File: config.mk
export PLATFORM = sky130hd
export DESIGN_NAME = seconds_to_calendar_date
export DESIGN_NICKNAME = d
export VERILOG_FILES = /design/src/sv/sctd_pkg.sv /design/src/sv/seconds_to_calendar_date.sv /design/src/sv/sctd_ucode_rom.sv /design/src/sv/sctd_seq.sv /design/src/sv/sctd_datapath.sv
export SDC_FILE = /design/constraint.sdc
export NUM_CORES = 1
export LEC_CHECK = 0
export BUFFER_PORTS_ARGS = -buffer_cell sky130_fd_sc_hd__buf_2
export CAP_MARGIN = 20
export CELL_PAD_IN_SITES_DETAIL_PLACEMENT = 1
export CELL_PAD_IN_SITES_GLOBAL_PLACEMENT = 1
export CORE_MARGIN = 3
export CORE_UTILIZATION = 48
export CTS_BUF_LIST = sky130_fd_sc_hd__clkbuf_8
export DETAILED_ROUTE_END_ITERATION = 12
export GPL_ROUTABILITY_DRIVEN = 0
export PLACE_DENSITY = 0.8
export SYNTH_ARGS = -nofsm -noshare
export SYNTH_HDL_FRONTEND = slang
export SYNTH_SLANG_ARGS = --single-unit
File: constraint.sdc
create_clock -name i_clk -period 8.7 [get_ports i_clk]
set_clock_uncertainty 0.2 [all_clocks]
set_input_delay 0.435 -clock i_clk [delete_from_list [all_inputs] [get_ports i_clk]]
set_output_delay 0.435 -clock i_clk [all_outputs]
set_load 0.005 [all_outputs]
File: src/sv/sctd_pkg.sv
// ----------------------------------------------------------------------------
// sctd_pkg
// Shared types, constants and microcode encoding for the seconds to calendar
// date converter.
// ----------------------------------------------------------------------------
`default_nettype none

package sctd_pkg;

    // Time constants
    localparam logic [31:0] EPOCH_SHIFT_UNIX = 32'h83AA_7E80;
    localparam logic [31:0] COMMON_YEAR_LEN  = 32'd31536000;
    localparam logic [31:0] LEAP_YEAR_LEN    = 32'd31622400;
    localparam logic [16:0] SEC_PER_DAY      = 17'd86400;
    localparam logic [16:0] SEC_PER_HOUR     = 17'd3600;
    localparam logic [16:0] SEC_PER_MIN      = 17'd60;
    localparam logic [10:0] BASE_YEAR        = 11'd1900;
    localparam logic [16:0] ZONE_RESET       = 17'sd28800;

    // 1900 mod 400
    localparam logic [8:0]  BASE_MOD400      = 9'd300;

    // Month lengths in seconds (all below 2^22)
    localparam int          MSEC_W           = 22;
    localparam logic [MSEC_W-1:0] MSEC_31    = 22'd2678400;
    localparam logic [MSEC_W-1:0] MSEC_30    = 22'd2592000;
    localparam logic [MSEC_W-1:0] MSEC_29    = 22'd2505600;
    localparam logic [MSEC_W-1:0] MSEC_28    = 22'd2419200;

    localparam logic [3:0]  MONTH_JAN        = 4'd1;
    localparam logic [3:0]  MONTH_FEB        = 4'd2;
    localparam logic [3:0]  MONTH_DEC        = 4'd12;

    // Microcode store size
    localparam int          UC_DEPTH         = 19;
    localparam int          PC_W             = $clog2(UC_DEPTH);

    typedef enum logic [1:0] {
        OP_YEAR,
        OP_MONTH,
        OP_DIV,
        OP_DONE
    } t_op;

    typedef enum logic [1:0] {
        DST_DAY,
        DST_HOUR,
        DST_MIN
    } t_dst;

    // One microcode control word
    typedef struct packed {
        t_op             op;
        t_dst            dst;
        logic [2:0]      shamt;
        logic [PC_W-1:0] target;
        logic            halt;
    } t_ucode;

    // Sequencer to datapath
    typedef struct packed {
        logic   busy;
        logic   load;
        t_ucode uc;
    } t_ctl;

    // Datapath to sequencer
    typedef struct packed {
        logic cond;
    } t_stat;

    // Seconds in a given month, leap aware
    function automatic logic [MSEC_W-1:0] month_secs(input logic [3:0] month,
                                                      input logic       leap);
        logic [MSEC_W-1:0] len;
        case (month)
            4'd4, 4'd6, 4'd9, 4'd11: len = MSEC_30;
            MONTH_FEB:               len = leap ? MSEC_29 : MSEC_28;
            default:                 len = MSEC_31;
        endcase
        return len;
    endfunction

endpackage

`default_nettype wire

File: src/sv/seconds_to_calendar_date.sv
// ----------------------------------------------------------------------------
// seconds_to_calendar_date
// Converts an NTP or Unix seconds count plus a local zone offset into the
// Gregorian year, month, day, hour, minute and second.
//
// Usage:
//   Input channel  i_in_valid / o_in_stall carries i_seconds_count and
//   i_epoch_select; a transaction completes when valid is high and stall low.
//   Output channel o_out_valid / i_out_stall carries the six date fields.
//   i_cfg_wr_en writes i_cfg_wr_data into the signed zone offset register;
//   write it only while no conversion is in flight.
//   The year loop takes off whole years past 1900 (up to 136), the month
//   loop whole months (up to 11), then 16 division steps and one hand-off
//   step follow; the year loop bounds the time from acceptance to o_out_valid.
//   One conversion runs at a time; o_in_stall is high from acceptance through
//   the hand-off step, so no new one is taken until the run ends. The next
//   one can be taken while the previous result still waits for the receiver.
//   If the receiver stalls, the hand-off step waits and the result holds.
//   Reset clears the sequencer and output valid and sets the offset to 28800.
// ----------------------------------------------------------------------------
`default_nettype none

module seconds_to_calendar_date
    import sctd_pkg::*;
(
    input  wire logic        i_clk,
    input  wire logic        i_rst_n,
    input  wire logic        i_cfg_wr_en,
    input  wire logic [16:0] i_cfg_wr_data,
    input  wire logic        i_in_valid,
    output logic             o_in_stall,
    input  wire logic [31:0] i_seconds_count,
    input  wire logic        i_epoch_select,
    output logic             o_out_valid,
    input  wire logic        i_out_stall,
    output logic [10:0]      o_year_value,
    output logic [3:0]       o_month_value,
    output logic [4:0]       o_day_value,
    output logic [4:0]       o_hour_value,
    output logic [5:0]       o_minute_value,
    output logic [5:0]       o_second_value
);

    logic [16:0]     r_zone;
    logic [PC_W-1:0] pc;
    t_ucode          uc;
    t_stat           stat;
    t_ctl            ctl;

    // Zone offset register
    always_ff @(posedge i_clk) begin
        if (!i_rst_n) begin
            r_zone <= ZONE_RESET;
        end else if (i_cfg_wr_en) begin
            r_zone <= i_cfg_wr_data;
        end
    end

    sctd_ucode_rom u_rom (
        .i_pc (pc),
        .o_uc (uc)
    );

    sctd_seq u_seq (
        .i_clk      (i_clk),
        .i_rst_n    (i_rst_n),
        .i_in_valid (i_in_valid),
        .o_in_stall (o_in_stall),
        .o_pc       (pc),
        .i_uc       (uc),
        .i_stat     (stat),
        .o_ctl      (ctl)
    );

    sctd_datapath u_dp (
        .i_clk           (i_clk),
        .i_rst_n         (i_rst_n),
        .i_ctl           (ctl),
        .o_stat          (stat),
        .i_seconds_count (i_seconds_count),
        .i_epoch_select  (i_epoch_select),
        .i_zone          (r_zone),
        .o_out_valid     (o_out_valid),
        .i_out_stall     (i_out_stall),
        .o_year_value    (o_year_value),
        .o_month_value   (o_month_value),
        .o_day_value     (o_day_value),
        .o_hour_value    (o_hour_value),
        .o_minute_value  (o_minute_value),
        .o_second_value  (o_second_value)
    );

    // A result only appears after the hand-off step of a run
    a_result_from_run: assert property (@(posedge i_clk) disable iff (!i_rst_n)
        $rose(o_out_valid) |-> $past(ctl.busy && uc.op == OP_DONE))
        else $error("seconds_to_calendar_date: result without a finished run");

    // No transaction is taken while a run is in progress
    a_no_overlap: assert property (@(posedge i_clk) disable iff (!i_rst_n)
        ctl.load |-> !ctl.busy)
        else $error("seconds_to_calendar_date: accepted during a run");

    // A run always starts at the year loop
    a_start_step: assert property (@(posedge i_clk) disable iff (!i_rst_n)
        ctl.load |=> (ctl.busy && pc == '0))
        else $error("seconds_to_calendar_date: run did not start at step zero");

endmodule

`default_nettype wire

File: src/sv/sctd_ucode_rom.sv
// ----------------------------------------------------------------------------
// sctd_ucode_rom
// Read-only microprogram: year loop, month loop, three restoring divisions
// (day, hour, minute) and the result hand-off.
// ----------------------------------------------------------------------------
`default_nettype none

module sctd_ucode_rom
    import sctd_pkg::*;
(
    input  wire logic [PC_W-1:0] i_pc,
    output t_ucode               o_uc
);

    localparam logic [PC_W-1:0] PC_YEAR  = PC_W'(0);
    localparam logic [PC_W-1:0] PC_MONTH = PC_W'(1);
    localparam logic [PC_W-1:0] PC_DONE  = PC_W'(18);

    // Program: loops jump to themselves while their condition holds
    always_comb begin
        o_uc = '{op: OP_DONE, dst: DST_DAY, shamt: 3'd0, target: PC_DONE, halt: 1'b1};
        case (i_pc)
            5'd0:  o_uc = '{op: OP_YEAR,  dst: DST_DAY,  shamt: 3'd0, target: PC_YEAR,  halt: 1'b0};
            5'd1:  o_uc = '{op: OP_MONTH, dst: DST_DAY,  shamt: 3'd0, target: PC_MONTH, halt: 1'b0};
            // day quotient, 5 bits
            5'd2:  o_uc = '{op: OP_DIV,   dst: DST_DAY,  shamt: 3'd4, target: PC_YEAR,  halt: 1'b0};
            5'd3:  o_uc = '{op: OP_DIV,   dst: DST_DAY,  shamt: 3'd3, target: PC_YEAR,  halt: 1'b0};
            5'd4:  o_uc = '{op: OP_DIV,   dst: DST_DAY,  shamt: 3'd2, target: PC_YEAR,  halt: 1'b0};
            5'd5:  o_uc = '{op: OP_DIV,   dst: DST_DAY,  shamt: 3'd1, target: PC_YEAR,  halt: 1'b0};
            5'd6:  o_uc = '{op: OP_DIV,   dst: DST_DAY,  shamt: 3'd0, target: PC_YEAR,  halt: 1'b0};
            // hour quotient, 5 bits
            5'd7:  o_uc = '{op: OP_DIV,   dst: DST_HOUR, shamt: 3'd4, target: PC_YEAR,  halt: 1'b0};
            5'd8:  o_uc = '{op: OP_DIV,   dst: DST_HOUR, shamt: 3'd3, target: PC_YEAR,  halt: 1'b0};
            5'd9:  o_uc = '{op: OP_DIV,   dst: DST_HOUR, shamt: 3'd2, target: PC_YEAR,  halt: 1'b0};
            5'd10: o_uc = '{op: OP_DIV,   dst: DST_HOUR, shamt: 3'd1, target: PC_YEAR,  halt: 1'b0};
            5'd11: o_uc = '{op: OP_DIV,   dst: DST_HOUR, shamt: 3'd0, target: PC_YEAR,  halt: 1'b0};
            // minute quotient, 6 bits; remainder is the second
            5'd12: o_uc = '{op: OP_DIV,   dst: DST_MIN,  shamt: 3'd5, target: PC_YEAR,  halt: 1'b0};
            5'd13: o_uc = '{op: OP_DIV,   dst: DST_MIN,  shamt: 3'd4, target: PC_YEAR,  halt: 1'b0};
            5'd14: o_uc = '{op: OP_DIV,   dst: DST_MIN,  shamt: 3'd3, target: PC_YEAR,  halt: 1'b0};
            5'd15: o_uc = '{op: OP_DIV,   dst: DST_MIN,  shamt: 3'd2, target: PC_YEAR,  halt: 1'b0};
            5'd16: o_uc = '{op: OP_DIV,   dst: DST_MIN,  shamt: 3'd1, target: PC_YEAR,  halt: 1'b0};
            5'd17: o_uc = '{op: OP_DIV,   dst: DST_MIN,  shamt: 3'd0, target: PC_YEAR,  halt: 1'b0};
            // wait here while the output register is held
            5'd18: o_uc = '{op: OP_DONE,  dst: DST_DAY,  shamt: 3'd0, target: PC_DONE,  halt: 1'b1};
            default: ;
        endcase
    end

endmodule

`default_nettype wire

File: src/sv/sctd_seq.sv
// ----------------------------------------------------------------------------
// sctd_seq
// Step counter and jump logic. Takes one transaction when idle, runs the
// microprogram and returns to idle at the halting step.
// ----------------------------------------------------------------------------
`default_nettype none

module sctd_seq
    import sctd_pkg::*;
(
    input  wire logic            i_clk,
    input  wire logic            i_rst_n,
    input  wire logic            i_in_valid,
    output logic                 o_in_stall,
    output logic [PC_W-1:0]      o_pc,
    input  wire t_ucode          i_uc,
    input  wire t_stat           i_stat,
    output t_ctl                 o_ctl
);

    logic            r_busy, n_busy;
    logic [PC_W-1:0] r_pc, n_pc;
    logic            accept;

    assign accept     = i_in_valid && !r_busy;
    assign o_in_stall = r_busy;
    assign o_pc       = r_pc;

    assign o_ctl.busy = r_busy;
    assign o_ctl.load = accept;
    assign o_ctl.uc   = i_uc;

    // Next step: jump on condition, else halt or fall through
    always_comb begin
        n_busy = r_busy;
        n_pc   = r_pc;
        if (accept) begin
            n_busy = 1'b1;
            n_pc   = '0;
        end else if (r_busy) begin
            if (i_stat.cond) begin
                n_pc = i_uc.target;
            end else if (i_uc.halt) begin
                n_busy = 1'b0;
                n_pc   = '0;
            end else begin
                n_pc = r_pc + PC_W'(1);
            end
        end
    end

    always_ff @(posedge i_clk) begin
        if (!i_rst_n) begin
            r_busy <= 1'b0;
            r_pc   <= '0;
        end else begin
            r_busy <= n_busy;
            r_pc   <= n_pc;
        end
    end

    // Step counter stays inside the program
    a_pc_range: assert property (@(posedge i_clk) disable iff (!i_rst_n)
        r_busy |-> (r_pc < PC_W'(UC_DEPTH)))
        else $error("sctd_seq: step counter outside program");

    // Idle counter always parks at the first step
    a_idle_pc: assert property (@(posedge i_clk) disable iff (!i_rst_n)
        !r_busy |-> (r_pc == '0))
        else $error("sctd_seq: idle with nonzero step");

    // A halting step without its condition ends the run
    a_halt_ends: assert property (@(posedge i_clk) disable iff (!i_rst_n)
        (r_busy && i_uc.halt && !i_stat.cond) |=> !r_busy)
        else $error("sctd_seq: halt did not end the run");

endmodule

`default_nettype wire

File: src/sv/sctd_datapath.sv
// ----------------------------------------------------------------------------
// sctd_datapath
// Remainder register with one shared subtractor, year and month counters with
// leap tracking, quotient shift registers and the output register.
// ----------------------------------------------------------------------------
`default_nettype none

module sctd_datapath
    import sctd_pkg::*;
(
    input  wire logic        i_clk,
    input  wire logic        i_rst_n,
    input  wire t_ctl        i_ctl,
    output t_stat            o_stat,
    input  wire logic [31:0] i_seconds_count,
    input  wire logic        i_epoch_select,
    input  wire logic [16:0] i_zone,
    output logic             o_out_valid,
    input  wire logic        i_out_stall,
    output logic [10:0]      o_year_value,
    output logic [3:0]       o_month_value,
    output logic [4:0]       o_day_value,
    output logic [4:0]       o_hour_value,
    output logic [5:0]       o_minute_value,
    output logic [5:0]       o_second_value
);

    logic [31:0] r_t, n_t;
    logic [10:0] r_year, n_year;
    logic [6:0]  r_mod100, n_mod100;
    logic [8:0]  r_mod400, n_mod400;
    logic [3:0]  r_month, n_month;
    logic [4:0]  r_day, n_day;
    logic [4:0]  r_hour, n_hour;
    logic [5:0]  r_min, n_min;
    logic        r_out_valid, n_out_valid;

    logic        leap;
    logic [31:0] operand;
    logic [16:0] div_base;
    logic [32:0] diff;
    logic        ge;
    logic        out_blocked;
    logic        out_load;
    logic [31:0] start_t;

    // Gregorian leap rule from running residues
    assign leap = (r_year[1:0] == 2'd0) && ((r_mod100 != 7'd0) || (r_mod400 == 9'd0));

    // Starting count: epoch shift and sign-extended zone, both wrapping
    assign start_t = i_seconds_count
                   + (i_epoch_select ? EPOCH_SHIFT_UNIX : 32'd0)
                   + {{15{i_zone[16]}}, i_zone};

    // Subtrahend select
    always_comb begin
        case (i_ctl.uc.dst)
            DST_HOUR: div_base = SEC_PER_HOUR;
            DST_MIN:  div_base = SEC_PER_MIN;
            default:  div_base = SEC_PER_DAY;
        endcase
        case (i_ctl.uc.op)
            OP_YEAR:  operand = leap ? LEAP_YEAR_LEN : COMMON_YEAR_LEN;
            OP_MONTH: operand = 32'(month_secs(r_month, leap));
            OP_DIV:   operand = 32'(div_base) << i_ctl.uc.shamt;
            default:  operand = 32'd0;
        endcase
    end

    assign diff        = {1'b0, r_t} - {1'b0, operand};
    assign ge          = !diff[32];
    assign out_blocked = r_out_valid && i_out_stall;

    // Jump condition for the sequencer
    always_comb begin
        case (i_ctl.uc.op)
            OP_YEAR:  o_stat.cond = ge;
            OP_MONTH: o_stat.cond = (r_month != MONTH_DEC) && ge;
            OP_DONE:  o_stat.cond = out_blocked;
            default:  o_stat.cond = 1'b0;
        endcase
    end

    assign out_load = i_ctl.busy && (i_ctl.uc.op == OP_DONE) && !out_blocked;

    // Step execution
    always_comb begin
        n_t      = r_t;
        n_year   = r_year;
        n_mod100 = r_mod100;
        n_mod400 = r_mod400;
        n_month  = r_month;
        n_day    = r_day;
        n_hour   = r_hour;
        n_min    = r_min;
        if (i_ctl.load) begin
            n_t      = start_t;
            n_year   = BASE_YEAR;
            n_mod100 = 7'd0;
            n_mod400 = BASE_MOD400;
            n_month  = MONTH_JAN;
            n_day    = '0;
            n_hour   = '0;
            n_min    = '0;
        end else if (i_ctl.busy) begin
            case (i_ctl.uc.op)
                OP_YEAR: begin
                    if (ge) begin
                        n_t      = diff[31:0];
                        n_year   = r_year + 11'd1;
                        n_mod100 = (r_mod100 == 7'd99)  ? 7'd0 : r_mod100 + 7'd1;
                        n_mod400 = (r_mod400 == 9'd399) ? 9'd0 : r_mod400 + 9'd1;
                    end
                end
                OP_MONTH: begin
                    if (o_stat.cond) begin
                        n_t     = diff[31:0];
                        n_month = r_month + 4'd1;
                    end
                end
                OP_DIV: begin
                    if (ge) begin
                        n_t = diff[31:0];
                    end
                    case (i_ctl.uc.dst)
                        DST_HOUR: n_hour = {r_hour[3:0], ge};
                        DST_MIN:  n_min  = {r_min[4:0], ge};
                        default:  n_day  = {r_day[3:0], ge};
                    endcase
                end
                default: ;
            endcase
        end
    end

    // Output handshake
    always_comb begin
        n_out_valid = r_out_valid;
        if (out_load) begin
            n_out_valid = 1'b1;
        end else if (r_out_valid && !i_out_stall) begin
            n_out_valid = 1'b0;
        end
    end

    always_ff @(posedge i_clk) begin
        if (!i_rst_n) begin
            r_out_valid <= 1'b0;
        end else begin
            r_out_valid <= n_out_valid;
        end
    end

    // Working registers and result payload
    always_ff @(posedge i_clk) begin
        r_t      <= n_t;
        r_year   <= n_year;
        r_mod100 <= n_mod100;
        r_mod400 <= n_mod400;
        r_month  <= n_month;
        r_day    <= n_day;
        r_hour   <= n_hour;
        r_min    <= n_min;
        if (out_load) begin
            o_year_value   <= r_year;
            o_month_value  <= r_month;
            o_day_value    <= r_day + 5'd1;
            o_hour_value   <= r_hour;
            o_minute_value <= r_min;
            o_second_value <= r_t[5:0];
        end
    end

    assign o_out_valid = r_out_valid;

    // Month counter stays within the year during a run
    a_month_range: assert property (@(posedge i_clk) disable iff (!i_rst_n)
        i_ctl.busy |-> (r_month >= MONTH_JAN && r_month <= MONTH_DEC))
        else $error("sctd_datapath: month out of range");

    // Leap residues stay in range
    a_residues: assert property (@(posedge i_clk) disable iff (!i_rst_n)
        i_ctl.busy |-> (r_mod100 < 7'd100 && r_mod400 < 9'd400))
        else $error("sctd_datapath: leap residue out of range");

    // By hand-off the remainder is below one minute
    a_sec_left: assert property (@(posedge i_clk) disable iff (!i_rst_n)
        out_load |-> (r_t < 32'd60))
        else $error("sctd_datapath: remainder not reduced at hand-off");

endmodule

`default_nettype wire
# --- After elaboration in Yosys (flattened, before gate mapping) ---
# Cells that the tools add are included.
word_totals:
  ff_bits: 140
  in_bits: 55
  out_inout_bits: 39
  word_cells: 116
op_classes:
  addsub: 9
  n_eq_ne: 32
  n_shift: 1
  n_mux: 23
  n_bitwise: 3
  reduce_logical: 30
ops:
  columns: ["cell", "n"]
  rows:
  - ["$pmux W13 S18", 1]
  - ["$mux W32", 5]
  - ["$pmux W32 S3", 1]
  - ["$add A32 B32 Y32", 2]
  - ["$pmux W32 S2", 1]
  - ["$pmux W22 S2", 1]
  - ["$eq A5 B4 Y1 const B", 8]
  - ["$mux W18", 2]
  - ["$pmux W17 S2", 1]
  - ["$sub A32 B32 Y33", 1]
  - ["$shl A17 B3 Y32", 1]
  - ["$eq A5 B3 Y1 const B", 4]
  - ["$reduce_and A3 Y1", 5]
  - ["$add A11 B1 Y11 const B", 1]
  - ["$add A5 B1 Y5 const B", 2]
  - ["$eq A5 B2 Y1 const B", 2]
  - ["$eq A5 B5 Y1 const B", 2]
  - ["$mux W5", 2]
  - ["$add A9 B1 Y9 const B", 1]
  - ["$eq A9 B9 Y1 const B", 1]
  - ["$logic_not A9 Y1", 1]
  - ["$mux W9", 1]
  - ["$eq A4 B3 Y1 const B", 2]
  - ["$eq A4 B4 Y1 const B", 2]
  - ["other kinds (24)", 48]

# --- Depth between registers and ports, before layout ---
depth:
  depth_word: 14
  depth_mapped: 26
  mapped_depth_nobuf: 23

# --- Cells and area by module ---
# A second synthesis with hierarchy kept.
unflattened:
  cells_unflattened: 1084
  hier_area_um2: 9808.2
modules_own_cells:
  columns: ["mod", "instances", "cells_per_inst", "area_each_um2", "seq_area_each_um2"]
  rows:
  - ["sctd_datapath", 1, 939, 8509.4, 3032.9]
  - ["seconds_to_calendar_date", 1, 54, 641.9, 340.3]
  - ["sctd_seq", 1, 56, 440.4, 120.1]
  - ["sctd_ucode_rom", 1, 35, 216.5, 0.0]

# --- Worst setup path before layout ---
# No wires, ideal clock.
synth_timing:
  path_kind: "register -> register"
  start: "register u_seq.r_pc[0] (netlist: u_seq.o_pc[0])"
  end: "register u_dp.r_t[10] (enable)"
  setup_time_ns: 0.417
  t_arrival_ns: 5.573
  t_required_ns: 8.083
  slack_ns: 2.510
  stages_incl_launch_ff: 22
  path_buffers: 3
  synth_period_minus_slack_ns: 6.190
  cell_sequence: "dfxtp_1 > inv_1 > ha_1 > or2_1 > buf_2 > mux4_2 > and2_1 > or2_1 > o31a_1 > clkbuf_1 > clkbuf_1 > a221oi_1 > ha_1 > nand3_1 > a21oi_1 > o21a_1 > a21bo_2 > o2111a_1 > o22ai_1 > nand2_1 > a21oi_1 > nor2_1"
synth_between:
  elab_chain_cells: 12
  word_cells_on_any_way: 37
  classes_between: "1 x add/sub; 24 x eq/ne; 1 x shift; 4 x mux; 7 x reduce/logical"
synth_lines:
  columns: ["element", "line", "rtl"]
  rows:
  - ["start: declaration", "sctd_seq.sv:22", "logic [PC_W-1:0] r_pc, n_pc;"]
  - ["start signal: assignment", "sctd_seq.sv:58", "r_pc <= n_pc;"]
  - ["$eq A5 B5 Y1, or another cell as far along", "sctd_ucode_rom.sv:22", "case (i_pc)"]
  - ["$pmux W13 S18 *", "sctd_ucode_rom.sv:22", null]
  - ["$eq A2 B2 Y1 or $eq A2 B1 Y1 (tied branches)", "sctd_datapath.sv:57", "case (i_ctl.uc.dst)"]
  - ["$pmux W17 S2", "sctd_datapath.sv:57", null]
  - ["$shl A17 B3 Y32", "sctd_datapath.sv:65", "OP_DIV: operand = 32'(div_base) << i_ctl.uc.shamt;"]
  - ["$pmux W32 S3", "sctd_datapath.sv:62", "case (i_ctl.uc.op)"]
  - ["$sub A32 B32 Y33", "sctd_datapath.sv:70", "assign diff = {1'b0, r_t} - {1'b0, operand};"]
  - ["$logic_not A1 Y1", "sctd_datapath.sv:71", "assign ge = !diff[32];"]
  - ["$logic_and A1 B1 Y1", "sctd_datapath.sv:78", "OP_MONTH: o_stat.cond = (r_month != MONTH_DEC) && ge;"]
  - ["$pmux W1 S3", "sctd_datapath.sv:76", "case (i_ctl.uc.op)"]
  - ["$ne A3 B3 Y1 (no line)", null, null]
  - ["$reduce_and A4 Y1 (no line) *", null, null]
  - ["end signal: assignment", "sctd_datapath.sv:156", "r_t <= n_t;"]
  - ["end: declaration", "sctd_datapath.sv:28", "logic [31:0] r_t, n_t;"]
# Mark *: on every way between the ends. The rest lies on a longest branch, timed or not.
# A chain may end at the register's enable or synchronous reset.

# --- Worst setup path in the final report ---
layout_timing:
  start: "register u_seq.r_pc[0] (netlist: u_seq.o_pc[0])"
  end: "register u_dp.r_t[11] (enable)"
# The elaborated chain is that of the path after synthesis.

==> impl_metrics.csv <==
group,metric,value,unit
grt,antenna_found_initial,0,
route,vias,8482,
timing,setup_violations,0,
layout,diodes,0,
layout,syn_to_final_growth,11.9,%
setup_path,crit_buf_inv,2,
synth,yosysUniqueCellTypes,74,
synth,ys_async_sr_fraction,0,%
route,drt_iter0_drc,444,
timing,grt_setup_unrepaired,"false",
synth,synth_top_area_share,21.0,%
route,drt-total-wl,25.4,mm
clocking,cts_tree,"built",
synth,synth_area_leaders,"edfxtp_1 21%, dfxtp_1 14%, ha_1 11%",
layout,layout-drive-gt1-share,13.3,%
clocking,htreeDepth,4,
synth,synth_seq_cells,140,
timing,max_freq,153,MHz
grt,grt_pass1_wl,42.2,mm
synth,postSynthAreaPerCell,9.16,um^2
power_and_ir_drop,leakagePower,4.66,nW
route,wl_per_cell,17.7,um
timing,maxSlewHeadroom,30.2,%
clocking,clkSlewWorstSetupHoldPaths,0.10,ns
synth,ys_seq_area_share,35.4,%
clocking,cts_sinks,140,
route,ant_nets,0,
power_and_ir_drop,cellPowerDensity,328,mW/mm^2
floorplanning,dieWidth,149,um
placed_design,dp_hpwl,18.7,mm
setup_path,cpLargestDelayFamily,"compound AO/OA/AOI/OAI gates",
grt,grt_max_degree,65,
setup_path,crit_path_max_incr_delay,0.62,ns
layout,finalNetCount,1319,
clocking,worstSkewPairLatency,0.48,ns
synth,yosys_warnings,0,
power_and_ir_drop,power,3.62,mW
clocking,clockBufferDepth,2,
setup_path,critPathKind,"reg2reg",
floorplanning,dieArea,0.0223,mm^2
clocking,cts-buffers-inserted,17,
layout,fillers,2337,
floorplanning,die_h,149,um
timing,min_period_over_period,75.1,%
floorplanning,fp-row-count,51,
timing,hold_viol_final,0,
synth,yosysTopAreaCell,"edfxtp_1",
setup_path,crit_fanout,30,
floorplanning,start_util,49.8,%
setup_path,required,8.69,ns
grt,grt-ovfl-total,0,
job,cap_viol_max_count,0,
grt,grt_pass1_vias,8574,
setup_path,start_kind,"flop",
timing,tightest_slew,1.05,ns
timing,final.setup.tns,0,ns
synth,synthFlopType,"dfxtp_1",
synth,synth_edf_count,69,
timing,report.final.slew_viol_count,0,
route,viasPerCell,5.90,
placed_design,port_buffers,93,
route,drc,0,
clocking,cts-root-buf,"clkbuf_8",
setup_path,critical_path_arrival,6.52,ns
timing,post-route-min-period,6.54,ns
worst_hold_path,min_path_type,"in2reg",
setup_path,end_kind,"flop",
setup_path,path_cells,"inv_1 > ha_1 > or2_1 > mux4_2 > and2_1 > or2_1 > o31a_1 > and2_1 > nand4_1 > ha_1 > o211ai_1 > a21oi_1 > o21a_1 > a21bo_2 > o2111a_1 > nor2_1 > o21ai_0 > a21oi_1 > nor2_2 > buf_4",
setup_path,slowest_stage,"o31a_1",
route,drtPass1Iterations,5,
synth,synth_nets,1237,
synth,synthCells,1078,
grt,grtUsageTotal,23.3,%
power_and_ir_drop,peakVddDrop,0.159,mV
floorplanning,design.core.area,0.0198,mm^2
outcome,status,"complete, no violations",
floorplanning,ios,94,
synth,netlist_area,0.00987,mm^2
-- power breakdown --
part | internal, mW | switching (mW) | leakage [nW]
combinational | 0.834 | 1.24 | 3.25
clock | 0.219 | 0.322 | 0.196
sequential | 0.908 | 0.0962 | 1.22
total | 1.96 | 1.66 | 4.66
-- Yosys cell counts (all sizes together), types with 4 or more instances --
library cell / number
and2: 18
xor2: 35
nand3: 39
o21a: 16
fa: 14
o31ai: 8
clkbuf: 38
or2: 11
a211o: 6
a221oi: 8
buf: 7
or3: 14
and3: 15
nand4: 21
a21o: 29
o22ai: 5
dfxtp: 71
nand2: 102
o211ai: 11
ha: 90
inv: 31
nor3b: 8
o21bai: 4
nor3: 19
o21ai: 54
a31oi: 9
a22oi: 4
nor2b: 17
a22o: 4
a21oi: 86
xnor2: 31
a21boi: 4
edfxtp: 69
mux2i: 38
a211oi: 10
nor2: 80
-- layout make-up --
class | count | area [um^2] | area share (%)
tap | 265 | 332 | 3.00
clock inverter | 15 | 173 | 1.56
sequential | 140 | 3490 | 31.6
multi-input combinational | 861 | 6080 | 55.1
clock buffer | 17 | 234 | 2.12
timing repair buffer | 108 | 613 | 5.55
inverter | 32 | 120 | 1.09
-- cells in the final DEF (no fill, tap or decap), types with 14 or more instances in the layout --
cell type,count
a21o_1,29
a21oi_1,85
and2_1,18
and3_1,15
buf_2,93
clkbuf_8,17
dfxtp_1,71
edfxtp_1,69
fa_1,14
ha_1,90
inv_1,31
mux2i_1,38
nand2_1,102
nand3_1,39
nand4_1,21
nor2_1,79
nor2b_1,17
nor3_1,18
o21a_1,16
o21ai_0,50
or3_1,14
xnor2_1,31
xor2_1,35
-- routing by layer --
layer | vias up | track usage [%] | wire length [um]
met5 | - | 0 | 0
met4 | 0 | 5.90 | 373
met3 | 31 | 3.94 | 864
met2 | 169 | 40.4 | 12400
met1 | 4136 | 30.4 | 11800
li1 | 4146 | - | -
-- logic make-up after synthesis --
kind of cell / Yosys count / synth area share (%)
xor+xnor: 66 / 5.85
compound gates: 288 / 19.0
flops: 140 / 35.4
buf+inv: 77 / 3.17
fa+ha+maj: 104 / 14.2
simple gates: 363 / 18.2
mux: 40 / 4.19
-- final timing paths --
kind | start | to | slack [ns] | cells past startpoint
setup / recovery | u_seq.o_pc[0]$_SDFFE_PP0P_ | u_dp.r_t[11]$_DFFE_PP_ | 2.16 | 20
hold reg to reg | u_dp.r_t[0]$_DFFE_PP_ | u_dp.o_second_value[0]$_DFFE_PP_ | 0.23 | 0
setup reg to reg | u_seq.o_pc[0]$_SDFFE_PP0P_ | u_dp.r_t[11]$_DFFE_PP_ | 2.16 | 20
hold / removal | i_cfg_wr_data[3] | r_zone[3]$_SDFFE_PN0P_ | 0.02 | 3
-- through the flow --
stage               cell area, um^2  utilization [%]  hold slack [ns]  std cells  worst slack (ns)
global route                  11000             55.7           0.0191       1438              1.76
detailed placement            10500             53.1            0.215       1396              2.30
CTS                           11000             55.6         0.000996       1437              2.24
floorplan                      9870                -            0.200       1078              2.51
global placement              10500             53.1            0.207       1396              2.51
finish                        11000             55.7           0.0220       1438              2.16
-- timing repair --
item,CTS,global route
hold buffers,9,0
buffers inserted,0,0
endpoints found under the hold margin,9,0
resized for setup,0,0
-- state kept, by name (all words and copies together), names as in the netlist, 5 cells and up --
register / count
u_dp.r_day: 5
u_dp.o_hour_value: 5
u_dp.r_mod100: 7
u_dp.o_minute_value: 6
u_dp.o_year_value: 11
u_dp.r_hour: 5
u_dp.o_day_value: 5
u_seq.o_pc: 5
u_dp.r_mod400: 9
u_dp.o_second_value: 6
u_dp.r_year: 11
r_zone: 17
u_dp.r_t: 32
u_dp.r_min: 6
-- worst reg2reg max path: stages, from the launching register on --
cell	delay, ns
dfxtp_1	0.38
inv_1	0.12
ha_1	0.30
or2_1	0.32
mux4_2	0.51
and2_1	0.19
or2_1	0.35
o31a_1	0.62
and2_1	0.33
nand4_1	0.12
ha_1	0.29
o211ai_1	0.25
a21oi_1	0.13
o21a_1	0.26
a21bo_2	0.29
o2111a_1	0.32
nor2_1	0.55
o21ai_0	0.19
a21oi_1	0.19
nor2_2	0.04
buf_4	0.28
No activity file was read; power rests on OpenSTA's default activity.
